File: src/rtl/core/fp_int_convert_saturating_top_defines.svh
// Assertion macros for the conversion unit.
`ifndef FP_INT_CONVERT_SATURATING_TOP_DEFINES_SVH
`define FP_INT_CONVERT_SATURATING_TOP_DEFINES_SVH

// Property that must hold at every clock edge outside reset.
`define FIC_ASSERT(label, prop, msg) \
    label: assert property (@(posedge clk) disable iff (!rst_n) (prop)) else $error(msg);

// Stalled output must not change.
`define FIC_ASSERT_HOLD(label, vld, rdy, data, msg) \
    label: assert property (@(posedge clk) disable iff (!rst_n) \
        (vld && !rdy) |=> (vld && $stable(data))) else $error(msg);

`endif

File: src/rtl/core/fic_pkg.sv
//------------------------------------------------------------------------------
// fic_pkg
// Shared types and opcodes for the float/integer conversion pipeline.
//------------------------------------------------------------------------------
`timescale 1ns / 1ps
package fic_pkg;

    localparam logic [2:0] OP_D2U = 3'd0;
    localparam logic [2:0] OP_D2S = 3'd1;
    localparam logic [2:0] OP_S2D = 3'd2;
    localparam logic [2:0] OP_U2D = 3'd3;
    localparam logic [2:0] OP_S2F = 3'd4;
    localparam logic [2:0] OP_U2F = 3'd5;

    // Stage 1 to stage 2: decoded operand.
    typedef struct packed {
        logic [2:0]  opcode;
        logic        to_int;
        logic        neg;
        logic [63:0] mag;     // integer magnitude or double mantissa
        logic [11:0] exp_u;   // unbiased double exponent for to_int, signed
        logic        nan;
        logic        is_dbl;  // integer to binary64
    } s1_t;

    // Stage 2 to stage 3.
    typedef struct packed {
        logic [2:0]  opcode;
        logic        to_int;
        logic        neg;
        logic [63:0] val;     // truncated magnitude or normalized integer
        logic [6:0]  p;       // leading one position
        logic        zero;
        logic        sat;     // to_int: special result
        logic [63:0] sat_val;
        logic        is_dbl;
    } s2_t;

endpackage

File: src/rtl/core/fic_decode.sv
//------------------------------------------------------------------------------
// fic_decode
// Stage one: splits the operand into sign, exponent and magnitude.
//------------------------------------------------------------------------------
`timescale 1ns / 1ps
module fic_decode (
    input  logic [2:0]    opcode,
    input  logic [63:0]   operand_bits,
    output fic_pkg::s1_t  dec
);
    import fic_pkg::*;

    logic [10:0] e;
    logic [51:0] f;

    always_comb
    begin
        e = operand_bits[62:52];
        f = operand_bits[51:0];
        dec = '0;
        dec.opcode = opcode;
        dec.to_int = (opcode == OP_D2U) || (opcode == OP_D2S);
        dec.is_dbl = (opcode == OP_S2D) || (opcode == OP_U2D);
        dec.nan = (e == 11'h7FF) && (f != '0);
        if (dec.to_int)
        begin
            dec.neg = operand_bits[63];
            if (e == 11'd0)
            begin
                dec.exp_u = 12'hF00;   // below one
                dec.mag = '0;
            end
            else if (e == 11'h7FF)
            begin
                dec.exp_u = 12'd1000;  // infinity
                dec.mag = '0;
            end
            else
            begin
                dec.exp_u = {1'b0, e} - 12'd1023;
                dec.mag = {11'd0, 1'b1, f};
            end
        end
        else if ((opcode == OP_S2D) || (opcode == OP_S2F))
        begin
            dec.neg = operand_bits[63];
            dec.mag = operand_bits[63] ? (64'd0 - operand_bits) : operand_bits;
        end
        else
        begin
            dec.mag = operand_bits;
        end
    end
endmodule

File: src/rtl/core/fic_shift.sv
//------------------------------------------------------------------------------
// fic_shift
// Stage two: truncating shift for float to integer, normalization for
// integer to float.
//------------------------------------------------------------------------------
`timescale 1ns / 1ps
module fic_shift (
    input  fic_pkg::s1_t  dec,
    output fic_pkg::s2_t  sh
);
    import fic_pkg::*;

    logic [6:0] lz;
    logic       found;
    logic [5:0] s;

    always_comb
    begin
        lz = 7'd0;
        found = 1'b0;
        for (int i = 63; i >= 0; i--)
        begin
            if (!found && dec.mag[i])
            begin
                found = 1'b1;
                lz = 7'(i);
            end
        end
        sh = '0;
        sh.opcode = dec.opcode;
        sh.to_int = dec.to_int;
        sh.neg = dec.neg;
        sh.is_dbl = dec.is_dbl;
        s = '0;
        if (dec.to_int)
        begin
            if (dec.nan || $signed(dec.exp_u) < 0)
            begin
                sh.sat = 1'b1;
                sh.sat_val = '0;
            end
            else if (dec.opcode == OP_D2U)
            begin
                if (dec.neg)
                begin
                    sh.sat = 1'b1;
                    sh.sat_val = '0;
                end
                else if ($signed(dec.exp_u) >= 64)
                begin
                    sh.sat = 1'b1;
                    sh.sat_val = '1;
                end
            end
            else if ($signed(dec.exp_u) >= 63)
            begin
                sh.sat = 1'b1;
                sh.sat_val = dec.neg ? 64'h8000_0000_0000_0000 : 64'h7FFF_FFFF_FFFF_FFFF;
            end
            if (dec.exp_u[5:0] >= 6'd52)
                sh.val = dec.mag << (dec.exp_u[5:0] - 6'd52);
            else
                sh.val = dec.mag >> (6'd52 - dec.exp_u[5:0]);
        end
        else
        begin
            sh.zero = !found;
            sh.p = lz;
            s = 6'(7'd63 - lz);
            sh.val = dec.mag << s;   // leading one at bit 63
        end
    end
endmodule

File: src/rtl/core/fic_round.sv
//------------------------------------------------------------------------------
// fic_round
// Stage three: sign fix for integers, round to nearest even and pack for
// floats.
//------------------------------------------------------------------------------
`timescale 1ns / 1ps
module fic_round (
    input  fic_pkg::s2_t  sh,
    output logic [63:0]   result_bits
);
    import fic_pkg::*;

    logic [53:0] kd;
    logic        rd;
    logic [24:0] kf;
    logic        rf;
    logic [10:0] ed;
    logic [7:0]  ef;

    always_comb
    begin
        // Double: keep bits 63:11, guard bit 10, sticky below.
        rd = sh.val[10] && ((sh.val[9:0] != '0) || sh.val[11]);
        kd = {1'b0, sh.val[63:11]} + {53'd0, rd};
        ed = 11'(sh.p) + 11'd1023 + {10'd0, kd[53]};
        // Single: keep bits 63:40.
        rf = sh.val[39] && ((sh.val[38:0] != '0) || sh.val[40]);
        kf = {1'b0, sh.val[63:40]} + {24'd0, rf};
        ef = 8'(sh.p) + 8'd127 + {7'd0, kf[24]};
        result_bits = '0;
        if (sh.to_int)
        begin
            if (sh.sat)
                result_bits = sh.sat_val;
            else
                result_bits = sh.neg ? (64'd0 - sh.val) : sh.val;
        end
        else if (sh.zero)
            result_bits = '0;
        else if (sh.is_dbl)
            result_bits = {sh.neg, ed, kd[53] ? kd[52:1] : kd[51:0]};
        else if ((sh.opcode == OP_S2F) || (sh.opcode == OP_U2F))
            result_bits = {32'd0, sh.neg, ef, kf[24] ? kf[23:1] : kf[22:0]};
    end
endmodule

File: src/rtl/core/fp_int_convert_saturating_top.sv
//------------------------------------------------------------------------------
// fp_int_convert_saturating_top
// Saturating binary64/binary32 and 64-bit integer conversion pipeline.
//------------------------------------------------------------------------------
//  channel | signals                        | accepted when
//  in      | valid, ready, opcode, operand  | valid && ready
//  out     | out_valid, out_ready, result   | out_valid && out_ready
//
// Three register stages: decode, shift, round/pack.
// One item is accepted every cycle unless the output stalls.
// Reset clears all valid bits; payload registers are not reset.
// A stall on the output holds every full stage whose later stages are all full.
`timescale 1ns / 1ps
`include "fp_int_convert_saturating_top_defines.svh"
module fp_int_convert_saturating_top (
    input  logic        clk,
    input  logic        rst_n,
    input  logic        valid,
    output logic        ready,
    input  logic [2:0]  opcode,
    input  logic [63:0] operand_bits,
    output logic        out_valid,
    input  logic        out_ready,
    output logic [63:0] result_bits
);
    import fic_pkg::*;

    s1_t         dec;
    s1_t         s1_reg;
    s2_t         sh;
    s2_t         s2_reg;
    logic [63:0] res;
    logic [63:0] out_reg;
    logic        v1_reg, v2_reg, v3_reg;
    logic        en1, en2, en3;

    fic_decode u_dec (.opcode(opcode), .operand_bits(operand_bits), .dec(dec));
    fic_shift  u_sh  (.dec(s1_reg), .sh(sh));
    fic_round  u_rnd (.sh(s2_reg), .result_bits(res));

    assign en3 = !v3_reg || out_ready;
    assign en2 = !v2_reg || en3;
    assign en1 = !v1_reg || en2;
    assign ready = en1;
    assign out_valid = v3_reg;
    assign result_bits = out_reg;

    always_ff @(posedge clk or negedge rst_n)
    begin
        if (!rst_n)
        begin
            v1_reg <= 1'b0;
            v2_reg <= 1'b0;
            v3_reg <= 1'b0;
        end
        else
        begin
            if (en1)
                v1_reg <= valid;
            if (en2)
                v2_reg <= v1_reg;
            if (en3)
                v3_reg <= v2_reg;
        end
    end

    always_ff @(posedge clk)
    begin
        if (en1)
            s1_reg <= dec;
        if (en2)
            s2_reg <= sh;
        if (en3)
            out_reg <= res;
    end

    `FIC_ASSERT_HOLD(a_out_hold, out_valid, out_ready, result_bits, "output changed in stall")
    `FIC_ASSERT(a_ready_free, (!v3_reg) |-> ready, "not ready while output empty")
    `FIC_ASSERT(a_adv, (v2_reg && en3) |=> v3_reg, "item lost between stages")
endmodule
File: config.mk
export PLATFORM = sky130hd
export DESIGN_NAME = fp_int_convert_saturating_top
export DESIGN_NICKNAME = d
export VERILOG_FILES = /design/src/rtl/core/fic_pkg.sv /design/src/rtl/core/fic_decode.sv /design/src/rtl/core/fic_shift.sv /design/src/rtl/core/fic_round.sv /design/src/rtl/core/fp_int_convert_saturating_top.sv
export VERILOG_INCLUDE_DIRS = /design/src /design/src/rtl/core
export SDC_FILE = /design/constraint.sdc
export NUM_CORES = 1
export LEC_CHECK = 0
export BUFFER_PORTS_ARGS = -buffer_cell sky130_fd_sc_hd__buf_2
export CAP_MARGIN = 25
export CORE_UTILIZATION = 30
export CTS_CLUSTER_DIAMETER = 120
export DETAILED_ROUTE_END_ITERATION = 7
export PLACE_DENSITY = 0.56
export SLEW_MARGIN = 0
export SYNTH_ARGS = -nofsm -noshare
export SYNTH_HDL_FRONTEND = slang
export SYNTH_SLANG_ARGS = --single-unit
File: constraint.sdc
create_clock -name clk -period 4.7 [get_ports clk]
set_input_delay 0.705 -clock clk [delete_from_list [all_inputs] [get_ports clk]]
set_output_delay 0.705 -clock clk [all_outputs]
set_load 0.1 [all_outputs]
# ---- Yosys cells after proc, flatten, opt, wreduce, memory -nomap -nowiden
# Cells that the tools add are included.
dict set report classes {
  n_addsub 12
  n_mul 0
  div_mod_pow 0
  magnitude_cmp 4
  n_eq_ne 7
  shift 3
  mux 150
  n_bitwise 2
  reduce_logical 152
}
# cell n
set ops {}
lappend ops {{64-bit two-way mux} 10}
lappend ops {{65-bit two-way mux} 8}
lappend ops {{7-bit two-way mux} 63}
lappend ops {{64-bit by 6-bit left shift with 64-bit output} 2}
lappend ops {{1-bit by 64-bit subtractor with 64-bit output, first input constant} 2}
lappend ops {{1-bit zero test} 67}
lappend ops {{1-bit logical AND} 66}
lappend ops {{1-bit two-way mux} 65}
lappend ops {{64-bit by 6-bit right shift with 64-bit output} 1}
lappend ops {{53-bit by 1-bit adder with 54-bit output} 1}
lappend ops {{52-bit two-way mux} 1}
lappend ops {{52-bit nonzero test} 1}
lappend ops {{39-bit nonzero test} 1}
lappend ops {{32-bit two-way mux} 1}
lappend ops {{24-bit by 1-bit adder with 25-bit output} 1}
lappend ops {{23-bit two-way mux} 1}
lappend ops {{12-bit by 7-bit greater-or-equal comparator with 1-bit output, second input constant} 1}
lappend ops {{12-bit by 8-bit greater-or-equal comparator with 1-bit output, second input constant} 1}
lappend ops {{12-bit by 1-bit less-than comparator with 1-bit output, second input constant} 1}
lappend ops {{11-bit by 10-bit subtractor with 12-bit output, second input constant} 1}
lappend ops {{6-bit subtractor, first input constant} 2}
lappend ops {{11-bit by 1-bit adder with 11-bit output} 1}
lappend ops {{7-bit by 10-bit adder with 11-bit output, second input constant} 1}
lappend ops {{11-bit equality test, second input constant} 1}
lappend ops {{15 further kinds} 30}
dict set report totals {
  ff_bits 293
  latch_bits 0
  ramBits 0
  rom_bits 0
  in_bits 71
  output_inout_bits 66
  mem_count 0
}

# ---- Longest topological paths before layout
dict set report depth {
  depth_word 193
  depth_mapped 20
  depth_no_buf 14
}

# ---- Hierarchy
# Synthesis repeated with hierarchy kept, for this count alone.
dict set report hier_totals {
  cells_unflattened 3640
  hier_area_um2 29791.1
}
# mod n_inst cells_each area_per_inst_um2
set modules_own_cells {}
lappend modules_own_cells {fic_shift 1 2109 13439.1}
lappend modules_own_cells {fp_int_convert_saturating_top 1 300 8834.7}
lappend modules_own_cells {fic_round 1 877 5400.2}
lappend modules_own_cells {fic_decode 1 354 2117.0}

# ---- Least setup slack after synthesis
# No wires, ideal clock.
dict set report synth_path {
  path_kind {register to register}
  startpoint {register v3_reg, in the netlist out_valid}
  endpoint {register s1_reg[0] in the netlist's numbering (enable)}
  t_arrival_ps 4399
  slack_ps -1259
  path_stages_with_launch 2
  path_buffers 0
  period_less_slack_ps 5959
  path_cell_list {dfrtp_1 nand4b_1}
}
dict set report synth_between {
  elab_chain_len 4
}
# element line
set synth_rtl {}
lappend synth_rtl {{from (decl)} fp_int_convert_saturating_top.sv:34} ;# logic v1_reg, v2_reg, v3_reg;
lappend synth_rtl {{from (signal assigned)} fp_int_convert_saturating_top.sv:63} ;# v3_reg <= v2_reg;
lappend synth_rtl {{1-bit zero test} fp_int_convert_saturating_top.sv:41} ;# assign en3 = !v3_reg || out_ready;
lappend synth_rtl {{1-bit logical OR} fp_int_convert_saturating_top.sv:41}
lappend synth_rtl {{1-bit logical OR} fp_int_convert_saturating_top.sv:42} ;# assign en2 = !v2_reg || en3;
lappend synth_rtl {{1-bit logical OR} fp_int_convert_saturating_top.sv:43} ;# assign en1 = !v1_reg || en2;
lappend synth_rtl {{via ready} fp_int_convert_saturating_top.sv:19} ;# output logic ready,
lappend synth_rtl {{to (signal assigned)} fp_int_convert_saturating_top.sv:70} ;# s1_reg <= dec;
lappend synth_rtl {{to (decl)} fp_int_convert_saturating_top.sv:29} ;# s1_t s1_reg;
# The timed path passes the listed nets, and every way through them passes these cells.
# A chain may end at the register's enable or synchronous reset.

==> metrics.md <==
| Metric | Value |
|---|---|
| Final routed wirelength across all metal layers | 127,900 µm |
| Clock-pin slew of the registers on the worst-case setup and hold paths | 0.06 ns |
| Reg2Reg Setup Slack | 0.13 ns |
| Worst-path fanout max | 10 |
| Slew at the pin with the worst max-slew slack | 1.074 ns |
| Number of buffers on the longest clock path | 3 |
| Crit end category | flop |
| Synthesis Warnings | 0 |
| DIE AREA | 88,780 µm² |
| Placement Rows | 108 |
| Final worst path period share | 0.9723 |
| Placer's final routability congestion estimate | 1.033 |
| Arr. time, crit path | 4.89 ns |
| Critical Path Start Type | flop |
| Power per standard cell area | 476.5 nW/µm² |
| Via count | 27,920 |
| Die Span Y | 298.0 µm |
| Hold EP | v1_reg |
| Pins Over Slew Limit | 0 |
| Worst slew margin relative to its limit | 0.2839 |
| Path depth of the worst reg2reg path | 10 |
| Leak Pwr | 0.01122 µW |
| First drt pass iteration count | 6 |
| FMAX | 0.2188 GHz |
| Number of enable-type register cells in the synthesized netlist | 226 |
| Mean instance size in the synthesized netlist | 8.000 µm² |
| Remaining number of nets flagged by the antenna check after routing | 0 |
| Worst setup path category | flop to flop |
| Starting DRT DRC Count | 3,750 |
| Grt ovf | 0 |
| Most frequent standard cell in the layout excluding fill and tap cells | nand2_1 |
| Die boundary width | 298.0 µm |
| Cell count after synthesis | 3,285 |
| Final HPWL DP | 99,880 µm |
| Count of buffers inserted at the top-level ports | 136 |
| Layout Cells excl Fill | 4,556 |
| Distinct cells, synth | 94 |
| Global-route wire length before repair | 183,400 µm |
| Worst min-delay path class | primary input to flop |
| Setup TNS after final layout | 0 ns |
| Inserted Clock Buffers | 28 |
| Number of instances in the placed design | 4,502 |
| Switching power | 7504 µW |
| Worst voltage drop across the vdd grid | 0.4076 mV |
| Fraction of power consumed by the clock network | 0.158 |
| Count of cells along the worst hold path | 2 |
| Vias per cell | 6.129 |
| Largest net degree at the start of global routing | 72 |
| Post-route DRC violation count | 0 |
| Internal portion of total power | 6923 µW |
| Cell at the root of the clock tree | clkbuf_16 |
| Final Setup Violations | 0 |
| Filler Cell Count | 9,210 |
| Reg power frac | 0.243 |
| Max_cap viols | 0 |
| WL per Instance | 28.08 µm |
| Worst path required time | 5.02 ns |
| Share of final-layout standard cells stronger than drive strength 1 | 0.1888 |
| Status | completed |
| Clk_lat worst skew | 0.61 ns |
| Share of power burned in combinational logic | 0.599 |
| Minimum clock period after layout | 4.570 ns |
| Area of the mapped netlist | 26,280 µm² |
| Final hold viol count | 0 |
| Asr flop ratio synth | 0.01310 |
| Number of synthesized register bits | 229 |
| Effective utilization at floorplan | 0.3029 |
| End of the worst register-to-register path | s2_reg[133] |
| Initial antenna violation count | 2 |
| Sinks on the clock net | 229 |
| Leading cell types in the layout, fill and taps excluded | nand2_1 (454), o21ai_0 (351), nor2_1 (303), mux2i_1 (253), buf_4 (230) |
| Sw Share | 0.5201 |
| Setup repair after global routing missed its margin | false |
| Clock tree from TritonCTS | done |
| Most used flip-flop cell after synthesis | edfxtp_1 |
| I/O pin cnt | 137 |
| H-tree Lvls | 1 |
| Via count of the first global-routing pass | 25,990 |
| Layout Skew | 0.01902 ns |
| R2R Path Start | s1_reg[75] |
| Global routing usage summed across all routing layers | 0.2774 |
| Number of flip-flops in the largest register | 83 |
| Number of nets produced by synthesis | 3,372 |
| Layout area overhead | 15.21% |
| Hold path start | valid |
| Core Footprint | 86,750 µm² |
| Share of the yosys chip area belonging to registers | 0.2611 |
| Final-stage net count | 3,465 |
-- cells by family (layout without fill, tap and decap cells) --
family / count (synthesis) / after routing / share of synthesized area
mux: 390 / 390 / 0.1894
flops: 229 / 229 / 0.2611
fa+ha+maj: 16 / 16 / 0.007618
xor+xnor: 164 / 164 / 0.05466
simple gates: 1164 / 1164 / 0.2055
buf+inv: 362 / 477 / 0.05528
compound gates: 960 / 960 / 0.2264
other cells: 0 / 1 / 0
-- how the worst max path moves through the flow --
stage,start,endpoint,depth (start not counted)
finish,s1_reg[75],s2_reg[133],10
CTS,s1_reg[33],s2_reg[109],12
global route,s1_reg[75],s2_reg[133],10
floorplan,out_ready,s1_reg[0],1
detailed placement,s1_reg[29],s2_reg[109],11
global placement,s1_reg[29],s2_reg[109],11
-- layout make-up --
type / count / area [µm²] / share of cell area
multi-input combinational: 2694 / 18120 / 0.5984
tap: 1155 / 1445 / 0.04773
clock buffer: 33 / 719.4 / 0.02376
antenna: 1 / 2.502 / 0.00008265
clock inverter: 19 / 245.2 / 0.008100
inverter: 42 / 157.7 / 0.005207
sequential: 229 / 6865 / 0.2268
timing repair buffer: 383 / 2723 / 0.08993
-- metal layers --
| layer | track usage | share of wire | vias to the layer above |
|---|---|---|---|
| met5 | 0 | 0 | - |
| met4 | 0.1361 | 0.059 | 0 |
| met3 | 0.04908 | 0.089 | 319 |
| met2 | 0.4306 | 0.44 | 1638 |
| met1 | 0.3704 | 0.41 | 13480 |
| li1 | - | - | 12480 |
-- stage by stage --
stage | utilization | hold slack (ns) | instance area [µm²] | setup WS, ns | power (µW)
after floorplan | - | 0.4003 | 26280 | -0.7981 | 8711
after global placement | 0.3374 | 0.4519 | 29270 | -0.03508 | 11890
after detailed placement | 0.3374 | 0.4682 | 29270 | -0.09072 | 11860
after CTS | 0.3487 | 0.2686 | 30250 | 0.1781 | 14180
after global routing | 0.3490 | 0.2872 | 30270 | 0.05169 | 14920
final | 0.3490 | 0.2991 | 30280 | 0.1303 | 14430
-- synth_stat cells, drive strengths merged, types with 7 or more instances --
| library cell | count | share of area |
|---|---|---|
| nand2 | 458 | 0.066 |
| o21ai | 361 | 0.069 |
| nor2 | 306 | 0.045 |
| mux2i | 253 | 0.096 |
| clkbuf | 229 | 0.033 |
| edfxtp | 226 | 0.26 |
| a21oi | 191 | 0.036 |
| nand3 | 127 | 0.024 |
| xnor2 | 106 | 0.035 |
| buf | 91 | 0.017 |
| mux4 | 80 | 0.069 |
| o22ai | 64 | 0.015 |
| xor2 | 58 | 0.019 |
| mux2 | 57 | 0.024 |
| nor3 | 51 | 0.011 |
| o31ai | 44 | 0.013 |
| o211ai | 42 | 0.012 |
| inv | 39 | 0.0056 |
| a31oi | 38 | 0.0090 |
| and3 | 35 | 0.0083 |
| a211oi | 34 | 0.0097 |
| nor4 | 33 | 0.011 |
| nand2b | 28 | 0.0067 |
| a221oi | 24 | 0.0087 |
| a22oi | 24 | 0.0069 |
| nand4 | 24 | 0.0062 |
| or3 | 23 | 0.0059 |
| o221ai | 20 | 0.0067 |
| or4 | 19 | 0.0059 |
| o41ai | 18 | 0.0070 |
| ha | 16 | 0.0076 |
| or2 | 15 | 0.0036 |
| and2 | 13 | 0.0031 |
| o22a | 9 | 0.0030 |
| a21o | 8 | 0.0023 |
| a32oi | 8 | 0.0027 |
| o32ai | 8 | 0.0027 |
| a22o | 7 | 0.0023 |
| a311oi | 7 | 0.0023 |
-- critical path, cell delays in order (launching register included) --
cell and delay, ns:
edfxtp_1 0.55, nor4_1 0.50, o21ai_0 0.25, a311oi_1 0.48
nand3_1 0.56, a32oi_1 0.62, mux2i_1 0.31, nand3_1 0.16
o31ai_1 0.07, a2111oi_0 0.59, nand4_1 0.17
-- power groups by stage --
stage / registers, µW / logic [µW] / clock network [µW]
floorplan: 4090 / 4620 / 0
CTS: 3480 / 8370 / 2320
finish: 3510 / 8650 / 2270
detailed placement: 3520 / 8350 / 0
global route: 3550 / 8990 / 2380
global placement: 3510 / 8380 / 0
-- what timing repair did --
action | in CTS | in global routing
cloned | 0 | 0
hold endpoints to repair | 3 | 0
resized for setup | 1 | 3
endpoints found under the setup margin | 8 | 8
hold buffers | 1 | 0
buffers inserted | 0 | 0
(Power assumes the default switching activity.)
